$ cat src/rtl/xtea_pkg.sv
`timescale 1ns / 1ps
`default_nettype none
// ----------------------------------------------------------------------------
// XTEA package
// Shared types, constants and round schedule for the pipelined XTEA unit.
// ----------------------------------------------------------------------------
package xtea_pkg;

   // Number of XTEA round pairs; every pair is split into two half rounds.
   localparam int ROUND_PAIRS = 32;
   localparam int HALF_ROUNDS = 2 * ROUND_PAIRS;

   localparam int WORD_W     = 32;
   localparam int KEY_WORDS  = 4;
   localparam int KEY_SEL_W  = 2;
   localparam int CSR_INDEX_W = 2;

   localparam logic [WORD_W-1:0] DELTA = 32'h9E37_79B9;

   // Register indexes of the key words.
   localparam logic [CSR_INDEX_W-1:0] CSR_KEY_WORD0 = 2'd0;
   localparam logic [CSR_INDEX_W-1:0] CSR_KEY_WORD1 = 2'd1;
   localparam logic [CSR_INDEX_W-1:0] CSR_KEY_WORD2 = 2'd2;
   localparam logic [CSR_INDEX_W-1:0] CSR_KEY_WORD3 = 2'd3;

   // Key after reset.
   localparam logic [WORD_W-1:0] KEY_RESET0 = 32'h6C0A_5452;
   localparam logic [WORD_W-1:0] KEY_RESET1 = 32'h0382_7D0F;
   localparam logic [WORD_W-1:0] KEY_RESET2 = 32'h3A17_0B92;
   localparam logic [WORD_W-1:0] KEY_RESET3 = 32'h16DB_7FC2;

   // Action codes.
   localparam logic ACTION_ENCRYPT = 1'b0;
   localparam logic ACTION_DECRYPT = 1'b1;

   // One block in flight.
   typedef struct packed {
      logic              action;
      logic [WORD_W-1:0] y;
      logic [WORD_W-1:0] z;
   } xtea_item_type;

   // Fixed schedule of one half-round stage.
   typedef struct packed {
      logic                 odd;
      logic [WORD_W-1:0]    sum_enc;
      logic [WORD_W-1:0]    sum_dec;
      logic [KEY_SEL_W-1:0] sel_enc;
      logic [KEY_SEL_W-1:0] sel_dec;
   } xtea_round_const_type;

   // Schedule of half round k. Encryption updates y on even and z on odd
   // half rounds; decryption updates z on even and y on odd half rounds.
   // The word y always selects its key with sum[1:0], z with sum[12:11].
   function automatic xtea_round_const_type round_const(input int k);
      xtea_round_const_type rc;
      logic [WORD_W-1:0]    n_enc;
      logic [WORD_W-1:0]    n_dec;
      n_enc      = WORD_W'((k + 1) >> 1);
      n_dec      = WORD_W'(ROUND_PAIRS - ((k + 1) >> 1));
      rc.odd     = 1'(k & 1);
      rc.sum_enc = WORD_W'(n_enc * DELTA);
      rc.sum_dec = WORD_W'(n_dec * DELTA);
      rc.sel_enc = rc.odd ? rc.sum_enc[12:11] : rc.sum_enc[1:0];
      rc.sel_dec = rc.odd ? rc.sum_dec[1:0] : rc.sum_dec[12:11];
      return rc;
   endfunction

endpackage
`default_nettype wire

$ cat src/rtl/xtea_out_reg.sv
`timescale 1ns / 1ps
`default_nettype none
// ----------------------------------------------------------------------------
// XTEA output register
// Holds the finished item for the result channel and decides when the
// pipeline may advance.
// ----------------------------------------------------------------------------
module xtea_out_reg
   import xtea_pkg::*;
(
   input  wire logic              clock,
   input  wire logic              reset,
   input  wire logic              last_valid,
   input  wire xtea_item_type     last_item,
   output logic                   pipe_enable,
   output logic                   rsp_valid,
   input  wire logic              rsp_stall,
   output logic [WORD_W-1:0]      rsp_out_first,
   output logic [WORD_W-1:0]      rsp_out_second
);

   logic          rsp_valid_ff;
   xtea_item_type rsp_item_ff;
   logic          load;

   // The register can take a new item when it is empty or being taken.
   // The pipeline only has to hold when a finished item cannot move on.
   always_comb begin
      load        = !rsp_valid_ff || !rsp_stall;
      pipe_enable = !last_valid || load;
   end

   always_ff @(posedge clock) begin
      if (reset) begin
         rsp_valid_ff <= 1'b0;
      end else if (load) begin
         rsp_valid_ff <= last_valid;
      end
   end

   always_ff @(posedge clock) begin
      if (load) begin
         rsp_item_ff <= last_item;
      end
   end

   assign rsp_valid      = rsp_valid_ff;
   assign rsp_out_first  = rsp_item_ff.y;
   assign rsp_out_second = rsp_item_ff.z;

endmodule
`default_nettype wire

$ cat config.mk
export PLATFORM = sky130hd
export DESIGN_NAME = xtea_out_reg
export DESIGN_NICKNAME = d
export VERILOG_FILES = /design/src/rtl/xtea_pkg.sv /design/src/rtl/xtea_out_reg.sv
export SDC_FILE = /design/constraint.sdc
export NUM_CORES = 1
export LEC_CHECK = 0
export ABC_AREA = 1
export BUFFER_PORTS_ARGS = -buffer_cell sky130_fd_sc_hd__buf_2
export CAP_MARGIN = 10
export CORE_MARGIN = 2
export CORE_UTILIZATION = 40
export DETAILED_ROUTE_END_ITERATION = 7
export PLACE_DENSITY = 0.86
export SYNTH_ARGS = -nofsm -noshare
export SYNTH_HDL_FRONTEND = slang
export SYNTH_SLANG_ARGS = --single-unit
$ cat constraint.sdc
create_clock -name clock -period 2.2 [get_ports clock]
set_clock_uncertainty 0.1 [all_clocks]
set_input_delay 0.11 -clock clock [delete_from_list [all_inputs] [get_ports clock]]
set_output_delay 0.11 -clock clock [all_outputs]
set_load 0.005 [all_outputs]
==> impl_metrics.csv <==
group,metric,value,unit
yosys,yosys_warnings,0,
setup_path,path_max_fanout,36,
yosys,ys_ff_latch,65,
yosys,synth.area.top_cells,"edfxtp_1 98%, dfxtp_1 1.0%, a21oi_2 0.45%, nand2_2 0.32%, nand3_1 0.25%",
setup_path,crit_arrival,1.81,ns
global_routing,grt_pass1_wl,7740,µm
yosys,synth_top_area_share,97.8,%
sta,max_freq,588,MHz
cts,cts.sinks,65,
sta,fin_setup_tns,0,ns
yosys,synth_most_common_cell,"edfxtp_1",
yosys,synthFlopType,"edfxtp_1",
cts,clkTransAtPathRegs,0.07,ns
pwr,peakVddDrop,0.463,mV
sta,fin_crit_sh,77.3,%
finish,diodes,0,
global_routing,grt_usage,20.4,%
finish,final_nets,350,
floorplan,dieArea,5490,µm²
finish,syn_to_final_growth,80.3,%
run,maxCapViolCount,0,
sta,setup_viol,0,
cts,cts_resized,0,
detailed_routing,routed_via_density,4.27,
yosys,syn-mean-instance-area,28.5,µm²
worst_hold_path,hp-class,"input pin to register",
outcome,status,"complete, no violations",
sta,rsz0062_at_grt,"false",
cts,clock_latency,0.32,ns
detailed_routing,route.detailed.drc,0,
cts,cts_setup_buffers,0,
sta,tightest_slew,0.450,ns
yosys,synth_area_leader_cell,"edfxtp_1",
detailed_routing,drt-initial-drc-count,73,
place,dp_hpwl,2850,µm
yosys,syn-num-nets,138,
yosys,async_flop_share,0,%
setup_path,worstSetupPathType,"register to register",
yosys,seq_area_frac_synth,98.8,%
sta,slew_viol_final,0,
setup_path,endpoint_kind,"register",
yosys,yosysUniqueCellTypes,6,
pwr,power.density,724,nW/µm²
setup_path,worstPathRequired,2.31,ns
sta,fin_crit,1.70,ns
cts,cts_made_buffers,9,
floorplan,die_height,74.1,µm
sta,hold_viol,0,
cts,clockRootBuffer,"clkbuf_8",
floorplan,die_width,74.1,µm
yosys,syn_area,1970,µm²
global_routing,overflow,0,
cts,cts_hold_buf,66,
cts,cts_tree,"done",
global_routing,antenna_found_initial,0,
detailed_routing,avgRoutedWirePerCell,15.6,µm
detailed_routing,ant_nets,0,
detailed_routing,wl,5510,µm
place,gp_congestion,0.717,
floorplan,coreArea,4720,µm²
detailed_routing,firstDrtPassIters,4,
cts,htreeDepth,3,
yosys,synth_edf_count,64,
cts,clockBufferDepth,2,
place,io_buffers,133,
global_routing,grt_pass1_vias,1624,
setup_path,startpoint_type,"register",
detailed_routing,via_count,1507,
pwr,p_leak,1.57,nW
yosys,syn_inst,69,
floorplan,num_rows,25,
floorplan,io_pins,135,
finish,drive_above_1_share,52.1,%
floorplan,start_util,41.6,%
global_routing,grt_max_degree,37,
sta,max-slew-margin-rel,70.0,%
pwr,power,2.57,mW
[worst paths after layout]
kind | startpoint | to | slack, ns | cells past startpoint
setup / recovery | rsp_valid$_SDFFE_PP0P_ | rsp_valid$_SDFFE_PP0P_ | 0.50 | 4
hold / removal | rsp_stall | rsp_out_second[14]$_DFFE_PP_ | 0.31 | 3
setup reg to reg | rsp_valid$_SDFFE_PP0P_ | rsp_valid$_SDFFE_PP0P_ | 0.50 | 4
hold reg to reg | rsp_valid$_SDFFE_PP0P_ | rsp_out_second[14]$_DFFE_PP_ | 0.81 | 2
[critical path: stages (launching register included)]
cell and delay (ns):
dfxtp_1 0.34, nand2_2 0.08, buf_4 0.39, a21oi_2 0.09
dlygate4sd3_1 0.58
[sequential cells by signal (all words and copies together) (netlist names)]
name	cells
rsp_valid	1
rsp_out_second	32
rsp_out_first	32
[metrics by stage]
stage          hold slack (ns)  std cells  area (µm²)  util (%)  setup slack (ns)
3_5_place_dp             0.181        271        2730      57.8             0.962
6_report                 0.307        353        3540      75.0             0.499
3_3_place_gp             0.185        271        2730      57.8             0.991
2_1_floorplan           0.0724         69        1970         -             0.578
5_1_grt                  0.307        353        3540      75.0             0.414
4_1_cts                  0.267        353        3540      75.0             0.538
[per-layer routing]
metal / vias up / track usage [%] / part of all wire [%]
met4: 0 / 9.70 / 1.6
met3: 10 / 6.64 / 8.2
li1: 699 / - / -
met1: 716 / 22.7 / 36
met5: - / 0 / 0
met2: 82 / 35.6 / 54
[layout by cell type (no fill, tap or decap), drive strengths merged]
cell type,n
a21oi,1
nand3,1
dfxtp,1
clkinv,5
buf,135
dlygate4sd3,66
nand2,1
clkbuf,11
edfxtp,64
inv,1
[final cells by class]
| cell class | count | area (µm²) |
|---|---|---|
| Clock buffer | 11 | 131 |
| Multi-Input combinational cell | 3 | 20.0 |
| Inverter | 1 | 3.75 |
| Tap cell | 67 | 83.8 |
| Timing Repair Buffer | 201 | 1340 |
| Fill cell | 299 | 1180 |
| Clock inverter | 5 | 22.5 |
| Sequential cell | 65 | 1940 |
[power by group]
group	switching, mW	leakage (nW)	total [mW]	internal [mW]
Clock	0.416	0.0819	0.812	0.396
Combinational	0.104	0.818	0.277	0.173
Sequential	0.0230	0.671	1.48	1.45
Total	0.544	1.57	2.57	2.02
[cells by family after synthesis]
logic type             after synthesis  share of synthesized area [%]
and+or+nand+nor                      2                          0.573
DFF                                 65                           98.8
buffers and inverters                1                          0.191
AOI/OAI and AO/OA                    1                          0.446
Power figures use the tool's default switching activity.
