$ cat src/rtl/xtea_pkg.sv
`timescale 1ns / 1ps
`default_nettype none
// ----------------------------------------------------------------------------
// XTEA package
// Shared types, constants and round schedule for the pipelined XTEA unit.
// ----------------------------------------------------------------------------
package xtea_pkg;

   // Number of XTEA round pairs; every pair is split into two half rounds.
   localparam int ROUND_PAIRS = 32;
   localparam int HALF_ROUNDS = 2 * ROUND_PAIRS;

   localparam int WORD_W     = 32;
   localparam int KEY_WORDS  = 4;
   localparam int KEY_SEL_W  = 2;
   localparam int CSR_INDEX_W = 2;

   localparam logic [WORD_W-1:0] DELTA = 32'h9E37_79B9;

   // Register indexes of the key words.
   localparam logic [CSR_INDEX_W-1:0] CSR_KEY_WORD0 = 2'd0;
   localparam logic [CSR_INDEX_W-1:0] CSR_KEY_WORD1 = 2'd1;
   localparam logic [CSR_INDEX_W-1:0] CSR_KEY_WORD2 = 2'd2;
   localparam logic [CSR_INDEX_W-1:0] CSR_KEY_WORD3 = 2'd3;

   // Key after reset.
   localparam logic [WORD_W-1:0] KEY_RESET0 = 32'h6C0A_5452;
   localparam logic [WORD_W-1:0] KEY_RESET1 = 32'h0382_7D0F;
   localparam logic [WORD_W-1:0] KEY_RESET2 = 32'h3A17_0B92;
   localparam logic [WORD_W-1:0] KEY_RESET3 = 32'h16DB_7FC2;

   // Action codes.
   localparam logic ACTION_ENCRYPT = 1'b0;
   localparam logic ACTION_DECRYPT = 1'b1;

   // One block in flight.
   typedef struct packed {
      logic              action;
      logic [WORD_W-1:0] y;
      logic [WORD_W-1:0] z;
   } xtea_item_type;

   // Fixed schedule of one half-round stage.
   typedef struct packed {
      logic                 odd;
      logic [WORD_W-1:0]    sum_enc;
      logic [WORD_W-1:0]    sum_dec;
      logic [KEY_SEL_W-1:0] sel_enc;
      logic [KEY_SEL_W-1:0] sel_dec;
   } xtea_round_const_type;

   // Schedule of half round k. Encryption updates y on even and z on odd
   // half rounds; decryption updates z on even and y on odd half rounds.
   // The word y always selects its key with sum[1:0], z with sum[12:11].
   function automatic xtea_round_const_type round_const(input int k);
      xtea_round_const_type rc;
      logic [WORD_W-1:0]    n_enc;
      logic [WORD_W-1:0]    n_dec;
      n_enc      = WORD_W'((k + 1) >> 1);
      n_dec      = WORD_W'(ROUND_PAIRS - ((k + 1) >> 1));
      rc.odd     = 1'(k & 1);
      rc.sum_enc = WORD_W'(n_enc * DELTA);
      rc.sum_dec = WORD_W'(n_dec * DELTA);
      rc.sel_enc = rc.odd ? rc.sum_enc[12:11] : rc.sum_enc[1:0];
      rc.sel_dec = rc.odd ? rc.sum_dec[1:0] : rc.sum_dec[12:11];
      return rc;
   endfunction

endpackage
`default_nettype wire

$ cat src/rtl/xtea_round.sv
`timescale 1ns / 1ps
`default_nettype none
// ----------------------------------------------------------------------------
// XTEA half-round stage
// One registered half round; works in either direction for the item's action.
// ----------------------------------------------------------------------------
module xtea_round
   import xtea_pkg::*;
(
   input  wire logic                 clock,
   input  wire logic                 reset,
   input  wire logic                 enable,
   input  wire xtea_round_const_type rc,
   input  wire logic [WORD_W-1:0]    key_enc,
   input  wire logic [WORD_W-1:0]    key_dec,
   input  wire logic                 in_valid,
   input  wire xtea_item_type        in_item,
   output logic                      out_valid,
   output xtea_item_type             out_item
);

   logic              valid_ff;
   xtea_item_type     item_ff;
   xtea_item_type     item_in;
   logic              target_y;
   logic [WORD_W-1:0] sum;
   logic [WORD_W-1:0] key;
   logic [WORD_W-1:0] src;
   logic [WORD_W-1:0] dst;
   logic [WORD_W-1:0] mix;
   logic [WORD_W-1:0] upd;

   // Pick the word to update, the word that feeds the mix, and the constants.
   always_comb begin
      target_y = (in_item.action == ACTION_ENCRYPT) ^ rc.odd;
      sum      = (in_item.action == ACTION_DECRYPT) ? rc.sum_dec : rc.sum_enc;
      key      = (in_item.action == ACTION_DECRYPT) ? key_dec : key_enc;
      src      = target_y ? in_item.z : in_item.y;
      dst      = target_y ? in_item.y : in_item.z;
   end

   // Mixing function and the add or subtract into the target word.
   always_comb begin
      mix = (((src << 4) ^ (src >> 5)) + src) ^ (sum + key);
      upd = (in_item.action == ACTION_DECRYPT) ? (dst - mix) : (dst + mix);
      item_in = in_item;
      if (target_y) begin
         item_in.y = upd;
      end else begin
         item_in.z = upd;
      end
   end

   // Valid bit; cleared by reset.
   always_ff @(posedge clock) begin
      if (reset) begin
         valid_ff <= 1'b0;
      end else if (enable) begin
         valid_ff <= in_valid;
      end
   end

   // Payload register.
   always_ff @(posedge clock) begin
      if (enable) begin
         item_ff <= item_in;
      end
   end

   assign out_valid = valid_ff;
   assign out_item  = item_ff;

endmodule
`default_nettype wire

$ cat config.mk
export PLATFORM = sky130hd
export DESIGN_NAME = xtea_round
export DESIGN_NICKNAME = d
export VERILOG_FILES = /design/src/rtl/xtea_pkg.sv /design/src/rtl/xtea_round.sv
export SDC_FILE = /design/constraint.sdc
export NUM_CORES = 1
export LEC_CHECK = 0
export ABC_AREA = 1
export BUFFER_PORTS_ARGS = -buffer_cell sky130_fd_sc_hd__buf_2
export CAP_MARGIN = 20
export CORE_MARGIN = 2
export CORE_UTILIZATION = 45
export DETAILED_ROUTE_END_ITERATION = 8
export PLACE_DENSITY = 0.8
export SYNTH_ARGS = -nofsm -noshare
export SYNTH_HDL_FRONTEND = slang
export SYNTH_SLANG_ARGS = --single-unit
export TNS_END_PERCENT = 5
$ cat constraint.sdc
create_clock -name clock -period 10.4 [get_ports clock]
set_input_delay 1.04 -clock clock [delete_from_list [all_inputs] [get_ports clock]]
set_output_delay 1.04 -clock clock [all_outputs]
set_load 0.05 [all_outputs]
==> results.sh, run 1 <==
export IMPL_ys_flop_type="edfxtp_1"
export IMPL_slowest_delay_ns=0.76
export IMPL_yosysWarnings=0
export IMPL_min_to="out_valid"
export IMPL_hold_slack_ns=0.4848
export IMPL_avgSynthCellArea_sq_um=5.967
export IMPL_syn_cell_area_sq_mm=0.01119
export IMPL_clkTransAtPathRegs_ns=0.06
export IMPL_async_reset_ff_share_pct=0
export IMPL_synth_largest_area_cell="nand2_1"
export IMPL_cts_max_path_buffers=2
export IMPL_cts_hold_buf=0
export IMPL_htreeDepth=3
export IMPL_setup_tns_ns=0
export IMPL_r2r_start="out_valid"
export IMPL_switching_power_w=0.001827
export IMPL_p_int_w=0.001416
export IMPL_drc=0
export IMPL_r2r_end="out_valid"
export IMPL_ys_ff_latch=66
export IMPL_critPathLaunchType="input pin"
export IMPL_rsz0062_at_grt="false"
export IMPL_p_sw_share_pct=56.33
export IMPL_clock_fmax_mhz=123.3
export IMPL_cts_resized=0
export IMPL_ant_nets=0
export IMPL_wl_per_cell_um=14.11
export IMPL_drt_total_wl_um=34460
export IMPL_layout_min_cycle_time_ns=8.109
export IMPL_hold_path_class="reg2reg"
export IMPL_grt_pass1_wl_um=54230
export IMPL_reg2reg_depth=2
export IMPL_worst_pin_slew_ns=1.007
export IMPL_cts_buffers=9
export IMPL_required_ns=10.48
export IMPL_rows=57
export IMPL_finalWeightedCongestion=0.9341
export IMPL_n_fill_cell=2480
export IMPL_multi_input_area_sq_mm=0.008313
export IMPL_clk_latency_ns=0.32
export IMPL_cp_arrival_ns=8.18
export IMPL_track_usage_pct=25.42
export IMPL_yosysUniqueCellTypes=48
export IMPL_netlist_instances=1875
export IMPL_drive_gt1_share_pct=16.29
export IMPL_cpMostUsedCell="nand2_1"
export IMPL_seqCellArea_sq_mm=0.001972
export IMPL_globalRouteOverflowTotal=0
export IMPL_port_buffer_count=263
export IMPL_cts_tree="built"
export IMPL_fin_util_pct=53.68
export IMPL_nNetsFinal=2408
export IMPL_max_slew_margin_pct=32.85
export IMPL_power_density_mw_per_mm2=247.7
export IMPL_grt_pass1_vias=11570
export IMPL_die_x_um=161.7
export IMPL_syn_to_final_growth_pct=17.03
export IMPL_hold_viol_final=0
export IMPL_dp_hpwl_um=29210
export IMPL_status="complete, no violations"
export IMPL_synth_nets=2170
export IMPL_synth_most_common_cell="nand2_1"
export IMPL_vias=12930
export IMPL_ys_seq_area_share_pct=17.62
export IMPL_power_frac_seq_pct=14.7
export IMPL_post_cts_setup_buffers=0
export IMPL_rrSetupSlack_ns=9.82
export IMPL_initial_utilization_pct=45.87
export IMPL_max_cap_violations=0
export IMPL_slowest_stage="nand2_2"
export IMPL_design_portCount=268
export IMPL_antenna_cells=0
export IMPL_endpoint_kind="flop"
export IMPL_cp_max_fo=61
export IMPL_firstDrtPassIters=7
export IMPL_coreArea_sq_mm=0.02439
export IMPL_vias_per_cell=5.296
export IMPL_hold_path_depth=2
export IMPL_numClockSinks=66
export IMPL_antenna_found_initial=0
export IMPL_yosys_top_cells_count="725 x nand2_1, 188 x inv_1, 130 x nor2_1"
export IMPL_slew_viol_final=0
export IMPL_synth_edf_count=65
export IMPL_clkPwrFrac_pct=9.6
export IMPL_cts_root_buf="clkbuf_16"
export IMPL_worstHoldStart="out_valid"
export IMPL_skew_ns=0
export IMPL_peakVddDrop_mv=0.1931
export IMPL_grt_max_degree=81
export IMPL_drt_iter0_drc=862
export IMPL_dp_slack_ns=2.194
export IMPL_finalCritPeriodShare_pct=77.97
export IMPL_worstSetupPathType="in2reg"
export IMPL_synth_top_area_share_pct=24.32
export IMPL_layout_setup_ws_ns=2.291
export IMPL_fp_dieH_um=161.7
export IMPL_p_leak_nw=7.000
export IMPL_p_comb_share_pct=75.7
export IMPL_synth_area_leaders="nand2_1 24%, edfxtp_1 17%, ha_1 10%, inv_1 6.3%, o21ai_0 5.5%"
export IMPL_finalSetupViolations=0
export IMPL_die_area_sq_mm=0.02614
layout make-up:
| class | instances | area share [%] |
|---|---|---|
| Clock buffer | 11 | 1.930 |
| Tap cell | 324 | 3.096 |
| Multi-Input combinational cell | 1574 | 63.49 |
| Clock inverter | 5 | 0.4587 |
| Sequential cell | 66 | 15.06 |
| Inverter | 195 | 5.590 |
| Timing Repair Buffer | 267 | 10.38 |
registers in the layout, summed over array words and instances, names as in the netlist:
| register | flops |
|---|---|
| out_item | 65 |
| out_valid | 1 |
power groups by stage:
stage,Sequential [W],Clock (W),Combinational [W]
6_report,0.000476,0.000312,0.00246
5_1_grt,0.000485,0.000326,0.00271
4_1_cts,0.000477,0.000317,0.00242
3_5_place_dp,0.000483,0,0.00241
3_3_place_gp,0.000480,0,0.00237
2_1_floorplan,0.000868,0,0.00148
through the flow:
step	instances	power (W)	cell area (sq um)
finish	2442	0.003243	13090
global route	2442	0.003520	13090
CTS	2442	0.003218	13090
detailed placement	2426	0.002894	12780
global placement	2426	0.002849	12780
floorplan	1875	0.002346	11190
how the worst max path moves through the flow:
stage / from / end
2_1_floorplan: in_item[64] / out_item[60]
3_3_place_gp: in_item[64] / out_item[60]
3_5_place_dp: in_item[64] / out_item[60]
4_1_cts: in_item[64] / out_item[60]
5_1_grt: in_item[64] / out_item[60]
6_report: in_item[64] / out_item[60]
routing by layer:
layer / share of wire, % / routed length [um] / global-route usage (%) / vias up
met5: 0 / 0 / 0 / -
met4: 2.1 / 712 / 6.838 / 0
met3: 7.4 / 2546 / 2.579 / 55
met2: 45 / 15420 / 43.63 / 548
met1: 46 / 15780 / 34.21 / 5709
li1: - / - / - / 6620
kinds of logic (layout without fill, tap and decap cells):
group,after synthesis,after routing,synth area share (%)
mux,2,2,0.1789
xor+xnor,120,120,9.461
flops,66,66,17.62
fa+ha+maj,93,93,10.53
compound gates,275,275,13.41
buf+inv,235,478,8.074
simple gates,1084,1084,40.72
critical path, delay by kind of cell:
| family | cells | cell delay, ns |
|---|---|---|
| xor+xnor | 2 | 0.29 |
| simple gates | 20 | 3.72 |
| fa+ha+maj | 2 | 0.73 |
| compound gates | 4 | 1.13 |
| buf+inv | 4 | 1.24 |
cells in the final DEF, fill, tap and decap left out, types with 3 or more instances in the layout:
master	instances
inv_1	188
inv_2	7
nand2_1	725
a21o_1	6
nand3_1	107
nand3_2	9
nand2_2	21
xor2_1	65
o21ai_0	123
nand4_1	25
or2_2	6
ha_1	91
buf_2	263
o211ai_1	4
nor2_2	10
nand3b_1	14
a211oi_1	3
o221ai_1	4
nor4_1	7
o31ai_1	4
clkbuf_16	9
edfxtp_1	65
buf_4	3
nor3_1	22
a21oi_1	102
o21bai_1	5
xnor2_1	54
nor2_1	130
o21a_1	4
a21boi_0	6
a31oi_1	8
No activity file was read; power rests on OpenSTA's default activity.
==> inputs of run 2 (changes only) <==
clock period = 7.6 ns   (was 10.4 ns; I/O delays follow)
==> run 2 against run 1 <==
Net effect:
- worst setup slack got worse by 1.6 ns
- sequential share of layout area decreased by 0.082 points
- critical path depth decreased by 3
- critical path type unchanged
- sequential cell count unchanged
- power increased by 37%
- critical endpoint unchanged
- via count decreased by 1.4%
- register-to-register slack got worse by 2.8 ns
- hold slack improved by 0.0099 ns
- clock skew unchanged
- count of clock-buffer cells in the layout increased by 1
- combinational power increased by 38%
==> results.sh, run 2 (same netlist as run 1, synthesis figures left out) <==
export IMPL_hold_path_class="reg2reg"
export IMPL_clkTransAtPathRegs_ns=0.06
export IMPL_critPathTopFamily="simple AND/OR/NAND/NOR gates"
export IMPL_slew_viol_final=0
export IMPL_cts_tree="built"
export IMPL_die_x_um=161.7
export IMPL_finalCritPeriodShare_pct=91.18
export IMPL_mostFrequentLayoutCell="nand2_1"
export IMPL_slowest_stage="xnor2_1"
export IMPL_rows=57
export IMPL_setup_tns_ns=0
export IMPL_n_fill_cell=2542
export IMPL_wl_per_cell_um=14.48
export IMPL_path_buf_inv=4
export IMPL_max_slew_margin_pct=47.42
export IMPL_coreArea_sq_mm=0.02439
export IMPL_vias_per_cell=5.201
export IMPL_p_leak_nw=7.045
export IMPL_skew_ns=0
export IMPL_clock_fmax_mhz=144.3
export IMPL_firstDrtPassIters=5
export IMPL_grt_pass1_wl_um=56170
export IMPL_nNetsFinal=2419
export IMPL_syn_to_final_growth_pct=17.67
export IMPL_antenna_cells=0
export IMPL_finalWeightedCongestion=0.9652
export IMPL_cts_hold_buf=0
export IMPL_slowest_delay_ns=0.50
export IMPL_antenna_found_initial=0
export IMPL_layout_min_cycle_time_ns=6.929
export IMPL_post_cts_setup_buffers=0
export IMPL_worstSetupPathType="in2reg"
export IMPL_peakVddDrop_mv=0.2276
export IMPL_drive_gt1_share_pct=16.58
export IMPL_drt_total_wl_um=35520
export IMPL_fp_dieH_um=161.7
export IMPL_ant_nets=0
export IMPL_required_ns=7.68
export IMPL_drc=0
export IMPL_dp_hpwl_um=30610
export IMPL_drt_iter0_drc=829
export IMPL_port_buffer_count=263
export IMPL_grt_max_degree=67
export IMPL_die_area_sq_mm=0.02614
export IMPL_largest_reg_flops=65
export IMPL_critPathLaunchType="input pin"
export IMPL_cts_resized=0
export IMPL_numClockSinks=66
export IMPL_cp_arrival_ns=7.01
export IMPL_cts_root_buf="clkbuf_16"
export IMPL_rsz0062_at_grt="false"
export IMPL_power_density_mw_per_mm2=337.1
export IMPL_finalSetupViolations=0
export IMPL_fin_util_pct=53.98
export IMPL_cts_max_path_buffers=2
export IMPL_globalRouteOverflowTotal=0
export IMPL_max_cap_violations=0
export IMPL_htreeDepth=3
export IMPL_status="complete, no violations"
export IMPL_layout_common_cells="725 x nand2_1, 263 x buf_2, 188 x inv_1"
export IMPL_hold_viol_final=0
export IMPL_track_usage_pct=26.39
export IMPL_grt_pass1_vias=11740
export IMPL_cts_buffers=9
export IMPL_clk_latency_ns=0.32
export IMPL_endpoint_kind="flop"
export IMPL_initial_utilization_pct=45.87
export IMPL_worst_pin_slew_ns=0.7888
export IMPL_cpMostUsedCell="nand2_1"
export IMPL_design_portCount=268
export IMPL_vias=12760
export IMPL_cp_max_fo=22
run 2: changes by cell type in the layout (fill, tap and decap cells not counted), sizes merged:
cell,delta
clkinv,+2
buf,+11
clkbuf,+1
clkinvlp,-1
inv,-2
run 2: final timing paths:
path,end,cells after the start,from,slack [ns]
worst max-delay path,out_item[60],29,in_item[64],0.67
worst min-delay path,out_valid,2,out_valid,0.49
worst max register to register,out_valid,2,out_valid,7.02
worst min register to register,out_valid,2,out_valid,0.49
run 2: final cells by class:
class | count | area (sq um) | area share [%]
clock buffers | 12 | 236.5 | 1.796
clock inverters | 4 | 52.55 | 0.3992
inverters | 195 | 732.0 | 5.560
multi-input cells | 1574 | 8313 | 63.14
flip-flops and latches | 66 | 1972 | 14.98
well taps | 324 | 405.4 | 3.079
repair buffers | 278 | 1454 | 11.04
run 2: worst register-to-register path: stages, from the launching register on:
cell and delay (ns):
dfxtp_1 0.31, mux2i_1 0.12, nor2_1 0.05
run 2: power by group:
group / switching (W) / internal, W / leakage [nW]
Clock: 0.000147 / 0.000255 / 0.141
Sequential: 0.0000292 / 0.000622 / 0.642
Combinational: 0.00234 / 0.00105 / 6.26
Total: 0.00251 / 0.00193 / 7.04
run 2: metal layers:
metal	global-route usage, %	wire [um]	up-vias	part of all wire, %
met2	46.25	16400	408	46
met4	5.551	556	0	1.6
met5	0	0	-	0
met3	1.609	1862	37	5.2
li1	-	-	6640	-
met1	36.01	16700	5672	47
run 2: stage by stage:
step | power, W | setup WS [ns] | hold slack [ns] | area (sq um) | cells
after global routing | 0.004830 | 0.03012 | 0.5482 | 13170 | 2453
after floorplan | 0.003210 | 1.297 | 0.7326 | 11190 | 1875
after detailed placement | 0.003989 | 0.5321 | 0.4806 | 12880 | 2437
after CTS | 0.004410 | 0.8342 | 0.4974 | 13170 | 2453
after global placement | 0.003936 | 0.6417 | 0.4706 | 12880 | 2437
final | 0.004439 | 0.6705 | 0.4947 | 13170 | 2453
